## src/rtl/core/ffha_pkg.sv

```systemverilog
// shared types and constants of the first-fit heap allocator
package ffha_pkg;

  localparam int DATA_W            = 32;
  localparam int DEF_MAX_SEGMENTS  = 64;
  localparam int DEF_HEADER_BYTES  = 16;
  localparam int DEF_ADDR_BITS     = 32;

  typedef enum logic {
    CMD_ALLOC   = 1'b0,
    CMD_RELEASE = 1'b1
  } command_e;

  typedef enum logic [1:0] {
    ST_OK     = 2'd0,
    ST_NOFIT  = 2'd1,
    ST_BADADR = 2'd2
  } status_e;

  typedef enum logic {
    CFG_BASE = 1'b0,
    CFG_SIZE = 1'b1
  } cfg_reg_e;

  typedef struct packed {
    logic              command;
    logic [DATA_W-1:0] request_size;
    logic [DATA_W-1:0] block_address;
  } req_t;

  typedef struct packed {
    logic [1:0]        status;
    logic [DATA_W-1:0] granted_address;
  } rsp_t;

  // one table entry
  typedef struct packed {
    logic [DATA_W-1:0] off;
    logic [DATA_W-1:0] len;
    logic              used;
  } seg_t;

  typedef enum logic [10:0] {
    S_IDLE  = 11'b00000000001,
    S_FETCH = 11'b00000000010,
    S_EVAL  = 11'b00000000100,
    S_NXRD  = 11'b00000001000,
    S_NXEV  = 11'b00000010000,
    S_PREP  = 11'b00000100000,
    S_MERGE = 11'b00001000000,
    S_SHRD  = 11'b00010000000,
    S_SHWR  = 11'b00100000000,
    S_HEAD  = 11'b01000000000,
    S_TAIL  = 11'b10000000000
  } state_e;

  typedef struct packed {
    logic    start;
    logic    rd_idx;
    logic    rd_next;
    logic    rd_mv;
    logic    step;
    logic    cap_cur;
    logic    cap_next;
    logic    mv_top;
    logic    merge;
    logic    wr_mv;
    logic    wr_head;
    logic    wr_tail;
    logic    cnt_sub;
    logic    emit;
    logic    grant;
    status_e code;
  } dp_cmd_t;

  typedef struct packed {
    logic hit;
    logic last;
    logic empty;
    logic split;
    logic mv_more;
    logic is_rel;
  } dp_stat_t;

endpackage

```

## src/rtl/core/ffha_ctrl.sv

```systemverilog
// sequencer of the allocator: search, shift and merge steps
module ffha_ctrl import ffha_pkg::*; (
  input  logic     clk_i,
  input  logic     rst_ni,
  input  logic     start_i,
  input  logic     command_i,
  input  dp_stat_t stat_i,
  output dp_cmd_t  cmd_o,
  output logic     busy_o
);

  state_e state_q, state_d;

  always_ff @(posedge clk_i or negedge rst_ni) begin
    if (!rst_ni) begin
      state_q <= S_IDLE;
    end else begin
      state_q <= state_d;
    end
  end

  assign busy_o = (state_q != S_IDLE);

  always_comb begin
    cmd_o   = '0;
    cmd_o.code = ST_OK;
    state_d = state_q;
    case (state_q)
      S_IDLE: begin
        if (start_i) begin
          cmd_o.start = 1'b1;
          if (stat_i.empty) begin
            cmd_o.emit = 1'b1;
            cmd_o.code = (command_i == CMD_RELEASE) ? ST_BADADR : ST_NOFIT;
          end else begin
            state_d = S_FETCH;
          end
        end
      end
      S_FETCH: begin
        cmd_o.rd_idx = 1'b1;
        state_d = S_EVAL;
      end
      S_EVAL: begin
        if (stat_i.hit) begin
          cmd_o.cap_cur = 1'b1;
          if (!stat_i.is_rel) begin
            state_d = S_PREP;
          end else if (!stat_i.last) begin
            state_d = S_NXRD;
          end else begin
            state_d = S_MERGE;
          end
        end else if (stat_i.last) begin
          cmd_o.emit = 1'b1;
          cmd_o.code = stat_i.is_rel ? ST_BADADR : ST_NOFIT;
          state_d = S_IDLE;
        end else begin
          cmd_o.step = 1'b1;
          state_d = S_FETCH;
        end
      end
      S_NXRD: begin
        cmd_o.rd_next = 1'b1;
        state_d = S_NXEV;
      end
      S_NXEV: begin
        cmd_o.cap_next = 1'b1;
        state_d = S_MERGE;
      end
      S_PREP: begin
        cmd_o.mv_top = 1'b1;
        state_d = stat_i.split ? S_SHRD : S_HEAD;
      end
      S_MERGE: begin
        cmd_o.merge = 1'b1;
        state_d = S_SHRD;
      end
      S_SHRD: begin
        if (stat_i.mv_more) begin
          cmd_o.rd_mv = 1'b1;
          state_d = S_SHWR;
        end else if (!stat_i.is_rel) begin
          state_d = S_HEAD;
        end else begin
          cmd_o.cnt_sub = 1'b1;
          cmd_o.emit = 1'b1;
          cmd_o.code = ST_OK;
          state_d = S_IDLE;
        end
      end
      S_SHWR: begin
        cmd_o.wr_mv = 1'b1;
        state_d = S_SHRD;
      end
      S_HEAD: begin
        cmd_o.wr_head = 1'b1;
        if (stat_i.split) begin
          state_d = S_TAIL;
        end else begin
          cmd_o.emit = 1'b1;
          cmd_o.grant = 1'b1;
          cmd_o.code = ST_OK;
          state_d = S_IDLE;
        end
      end
      S_TAIL: begin
        cmd_o.wr_tail = 1'b1;
        cmd_o.emit = 1'b1;
        cmd_o.grant = 1'b1;
        cmd_o.code = ST_OK;
        state_d = S_IDLE;
      end
      default: begin
        state_d = S_IDLE;
      end
    endcase
  end

endmodule

```

## config.mk

```make
export PLATFORM = sky130hd
export DESIGN_NAME = ffha_ctrl
export DESIGN_NICKNAME = d
export VERILOG_FILES = /design/src/rtl/core/ffha_pkg.sv /design/src/rtl/core/ffha_ctrl.sv
export SDC_FILE = /design/constraint.sdc
export NUM_CORES = 1
export LEC_CHECK = 0
export ABC_AREA = 0
export BUFFER_PORTS_ARGS = -buffer_cell sky130_fd_sc_hd__buf_2
export CAP_MARGIN = 20
export CORE_ASPECT_RATIO = 1.1
export CORE_UTILIZATION = 23
export DETAILED_ROUTE_END_ITERATION = 10
export PLACE_DENSITY = 0.48
export SLEW_MARGIN = 20
export SYNTH_ARGS = -nofsm -noshare
export SYNTH_HDL_FRONTEND = slang
export SYNTH_SLANG_ARGS = --single-unit
```

## constraint.sdc

```tcl
create_clock -name clk_i -period 1.9 [get_ports clk_i]
set_input_delay 0.285 -clock clk_i [delete_from_list [all_inputs] [get_ports clk_i]]
set_output_delay 0.285 -clock clk_i [all_outputs]
set_load 0.05 [all_outputs]
```

==> impl_metrics.tcl, run 1 <==
set metrics [dict create \
    clkPwrFrac 0.149 \
    gp_congestion 0.834 \
    grt_usage 0.177 \
    syn_area_sq_um 845 \
    switchingPower_mw 0.497 \
    cts_root_buf "clkbuf_4" \
    crit_path_max_incr_delay_ns 0.59 \
    area_growth_pct 114 \
    die_area_sq_um 3920 \
    fp.dieH_microns 65.6 \
    fin_skew_ns 0.00384 \
    finalHoldViolations 0 \
    antenna_found_initial 0 \
    clk_pin_slew_ns 0.08 \
    startpoint "state_q[7]" \
    r2r_start "state_q[7]" \
    grt_max_degree 12 \
    max_freq_mhz 449 \
    ys_types 43 \
    ff2ff_path_depth 6 \
    dieWidth_microns 59.8 \
    syn-instance-count 96 \
    synth-seq-cells 11 \
    cts_tree "done" \
    final_max_slew_viol_count 0 \
    post-route-drc-count 0 \
    fin_util 0.530 \
    grt_pass1_wl_mm 5.11 \
    ctsLongestPathBuffers 2 \
    synth_compound_area_frac 0.114 \
    finalPower_mw 1.17 \
    ant_nets 0 \
    finalSetupViolations 18 \
    io_buffers 27 \
    io_pins 28 \
    maxCapViolCount 0 \
    worst-path-max-fanout 3 \
    worstPathArrival_ns 1.94 \
    detailed_place_hpwl_mm 2.36 \
    worst_pin_slew_ns 0.335 \
    synthXorXnorAreaFrac 0.0311 \
    synth-simple-area-share 0.483 \
    synth_top_family_by_area "simple AND/OR/NAND/NOR gates" \
    run_status "finished with violations" \
    start_util 0.247 \
    peakVddDrop_mv 0.473 \
    muxShareOfSynthArea 0 \
    clock_latency_ns 0.28 \
    async_flop_share 1.00 \
    yosysWarnings 0 \
    synth_edf_count 0 \
    synth_fp_nets 106 \
    setup_slack_ns -0.328 \
    leakagePower_nw 0.809 \
    r2r-end "state_q[3]" \
    cpMaxStageDelayCell "or4_4" \
    violations "setup timing" \
    period_share 1.17 \
    crit_path_end_kind "primary output" \
    grt_pass1_vias 1105 \
    firstDrtPassIters 4 \
    post-route-min-period_ns 2.23 \
    cp_cell_sequence "or4_4, nor2_4, buf_4, buf_6, and3_4, buf_8" \
    synth_area_leaders "dfrtp_1 (30%), nor4_2 (4.4%), nor2_1 (4.0%)" \
    ys.flop_type "dfrtp_1" \
    netlist_top_cells_count "dfrtp_1 (10), nor2_1 (9), inv_1 (8)" \
    finalNetCount 182 \
    p_comb_frac 0.596 \
    postSynthAreaPerCell_sq_um 8.80 \
    rsz0062_at_grt "yes" \
    fillers 318 \
    powerDensity_nw_per_um2 649 \
    start_kind "flop" \
    synth-seq-area-share 0.327 \
    drive_above_1_share 0.678 \
    reg2reg_setup_slack_ns 0.08 \
    drtIter0Drc 16 \
    rows 22 \
    cts_sinks 11 \
    synth_top_cell_by_area "dfrtp_1" \
    avgRoutedWirePerCell_microns 14.4 \
    largest_reg_flops 11 \
    via_count 1072 \
    seq_power_share 0.255 \
    hp-class "input pin to flop" \
    viasPerCell 4.89 \
    top_regs "state_q: 11 flops" \
    largest_register "state_q" \
    synthAdderAreaFrac 0 \
    diodes 0 \
    required_ns 1.62 \
    holdWs_ns 0.230 \
    p_sw_frac 0.423 \
    cts-buffers-inserted 3 \
    cp-endpoint "cmd_o[14]" \
    coreArea_sq_um 3410 \
    crit_type "flop to primary output" \
    finalWirelength_mm 3.16 \
    cts_htree_levels 1 \
    synth_top_area_frac 0.296 \
    globalRoute.totalOverflow 0 \
    p_int_mw 0.677 \
    yosysMostFrequentCell "dfrtp_1" \
    slew_headroom 0.774 \
]
==> worst min path at each step <==
| stage | startpoint | end | cells after the start |
|---|---|---|---|
| 5_1_grt | stat_i[3] | state_q[1] | 2 |
| 3_5_place_dp | rst_ni | state_q[10] | 1 |
| 6_report | stat_i[3] | state_q[1] | 2 |
| 4_1_cts | stat_i[3] | state_q[1] | 2 |
| 3_3_place_gp | rst_ni | state_q[2] | 1 |
| 2_1_floorplan | rst_ni | state_q[10] | 0 |
==> per-layer routing <==
metal  vias up  wire, microns  track usage
met5         -              0            0
met2        33           1640        0.329
li1        522              -            -
met1       513           1340        0.203
met4         0             38       0.0552
met3         4            146       0.0236
==> worst max-delay path: cells and delay by family (launching register included) <==
kind | cells | cell delay, ns
flops | 1 | 0.39
simple gates | 3 | 0.91
buf+inv | 3 | 0.36
==> timing repair <==
action,4_1_cts,5_1_grt
hold buffers,1,0
pin swaps,14,7
gates resized for setup,59,20
buffers inserted,9,6
hold endpoints to repair,10,0
endpoints found under the setup margin,18,18
==> per-stage QoR <==
stage          cells  setup WS (ns)  setup TNS (ns)  instance area, sq um
6_report         219         -0.328           -3.90                  1810
5_1_grt          219         -0.387           -5.21                  1810
4_1_cts          213         -0.340           -3.72                  1690
3_5_place_dp     199         -0.148          -0.776                  1390
3_3_place_gp     199         -0.160          -0.835                  1390
2_1_floorplan     96         -0.443           -1.42                   977
==> layout make-up <==
cell class,instances,area (sq um),area share
multi-input combinational,75,747,0.413
tap,48,60.1,0.0332
sequential,11,283,0.156
timing repair buffer,73,663,0.367
clock buffer,4,26.3,0.0145
inverter,8,30.0,0.0166
==> power groups by stage <==
stage | Sequential [mW] | Combinational (mW) | Clock, mW
after floorplan | 0.295 | 0.347 | 0
after global placement | 0.300 | 0.538 | 0
after detailed placement | 0.300 | 0.539 | 0
after CTS | 0.296 | 0.672 | 0.179
after global routing | 0.304 | 0.745 | 0.192
final | 0.300 | 0.700 | 0.175
==> cells by family after synthesis <==
logic type      after synthesis
compound gates               14
xor+xnor                      3
buf+inv                      10
flops                        11
simple gates                 58
==> cell usage in the layout (no fill, tap or decap), drive strengths merged, types with 2 or more instances in the layout <==
master   n
nor2b    2
inv      8
and2     3
buf     72
nand4    3
nor2    10
nand3    2
o22ai    3
xor2     2
or4      4
nor4bb   2
clkbuf   4
nor3b    4
and3     2
nor4     6
nand2    6
o21ai    3
dfrtp   10
nor4b    3
and4     2
nor3     3
No activity file was read; power rests on OpenSTA's default activity.
==> run 2: changes to the inputs <==
REMOVE_ABC_BUFFERS = 1   (was unset)
==> impl_metrics.tcl, run 2 (synthesis results as in run 1) <==
set metrics [dict create \
    antenna_found_initial 0 \
    reg2reg_setup_slack_ns 0.05 \
    finalNetCount 175 \
    largest_register "state_q" \
    globalRoute.busiestLayer "met2" \
    post-route-drc-count 0 \
    rows 22 \
    gp_congestion 0.819 \
    worst_pin_slew_ns 0.342 \
    grt_max_degree 12 \
    post_dp_cell_area_sq_um 1240 \
    required_ns 1.62 \
    maxCapViolCount 0 \
    setup_slack_ns -0.354 \
    globalRoute.totalOverflow 0 \
    cpMaxStageDelayCell "or4_4" \
    fin_skew_ns 0.00910 \
    leakagePower_nw 0.776 \
    powerDensity_nw_per_um2 720 \
    cts_tree "done" \
    min-delay-start "stat_i[3]" \
    finalHoldViolations 0 \
    start_util 0.247 \
    io_buffers 27 \
    cts-buffers-inserted 3 \
    peakVddDrop_mv 0.516 \
    die_area_sq_um 3920 \
    dieWidth_microns 59.8 \
    run_status "finished with violations" \
    crit_type "flop to primary output" \
    grt_usage 0.173 \
    startpoint "state_q[10]" \
    coreArea_sq_um 3410 \
    via_count 1066 \
    hp-class "input pin to flop" \
    cts_sinks 11 \
    drtIter0Drc 35 \
    max_freq_mhz 444 \
    use_met2 0.303 \
    firstDrtPassIters 4 \
    crit_path_end_kind "primary output" \
    grt_pass1_vias 1084 \
    post-route-min-period_ns 2.25 \
    finalWirelength_mm 3.07 \
    avgRoutedWirePerCell_microns 14.5 \
    violations "setup timing" \
    rsz0062_at_grt "yes" \
    area_growth_pct 103 \
    viasPerCell 5.03 \
    detailed_place_hpwl_mm 2.16 \
    slew_headroom 0.770 \
    diodes 0 \
    ant_nets 0 \
    ctsLongestPathBuffers 2 \
    finalSetupViolations 18 \
    crit_path_max_incr_delay_ns 0.60 \
    met1_usage 0.196 \
    fp.dieH_microns 65.6 \
    drive_above_1_share 0.646 \
    start_kind "flop" \
    clk_pin_slew_ns 0.08 \
    grt_pass1_wl_mm 5.00 \
    final_max_slew_viol_count 0 \
    cp_cell_sequence "or4_4, nor4_4, a31oi_1, nand4b_1, buf_6" \
    top_regs "state_q: 11 flops" \
    holdWs_ns 0.242 \
    layout_common_cells "buf_6 (25), buf_4 (25), buf_2 (9)" \
    met3_usage 0.0295 \
    design_area_sq_um 1710 \
    worst-path-max-fanout 3 \
    period_share 1.19 \
    cts_root_buf "clkbuf_4" \
    r2r_start "state_q[3]" \
    worstPathArrival_ns 1.97 \
    io_pins 28 \
    cts_htree_levels 1 \
    largest_reg_flops 11 \
    clock_latency_ns 0.28 \
]
==> run 2: critical path, delay by kind of cell, from the launching register on <==
family / cells / cell delay [ns]
AND/OR/NAND/NOR: 3 / 1.03
buffers and inverters: 1 / 0.17
AO/OA/AOI/OAI: 1 / 0.10
flip-flops: 1 / 0.39
==> run 2: final timing paths <==
kind                       cells after the start    endpoint
max                                            5    cmd_o[3]
min                                            2  state_q[1]
max reg2reg                                    5  state_q[6]
min reg2reg                                    2  state_q[4]
max in group asynchronous                      2  state_q[0]
min in group asynchronous                      2  state_q[3]
==> run 2: cell type report <==
class | instances | area (sq um)
inverters | 8 | 32.5
flip-flops and latches | 11 | 280
repair buffers | 66 | 614
fillers | 322 | 1700
clock buffers | 4 | 26.3
multi-input cells | 75 | 699
well taps | 48 | 60.1
==> run 2: power by group <==
part           switching (mW)  internal, mW  leakage, nW
Combinational           0.376         0.390        0.616
Sequential             0.0430         0.262        0.145
Clock                  0.0818        0.0814       0.0150
==> run 2: routing by layer <==
layer / vias up / routed length [microns] / share of wire
li1: 504 / - / -
met4: 0 / 72 / 0.023
met2: 34 / 1660 / 0.54
met5: - / 0 / 0
met1: 522 / 1230 / 0.40
met3: 6 / 113 / 0.037
==> run 2: repair_timing <==
item | CTS | global route
buffers inserted | 8 | 4
hold buffers | 1 | 0
pin swaps | 16 | 15
gates resized for setup | 70 | 26
setup endpoints to repair | 18 | 23
endpoints found under the hold margin | 10 | 0
==> run 2: per-stage QoR <==
stage | util | setup TNS (ns) | total power, mW | std cells | worst slack, ns
final | 0.502 | -3.98 | 1.23 | 212 | -0.354
after CTS | 0.469 | -3.85 | 1.13 | 210 | -0.308
after global routing | 0.502 | -5.40 | 1.29 | 212 | -0.431
after floorplan | - | -6.89 | 0.580 | 94 | -1.07
after detailed placement | 0.364 | -1.00 | 0.761 | 197 | -0.198
after global placement | 0.364 | -0.730 | 0.754 | 197 | -0.155
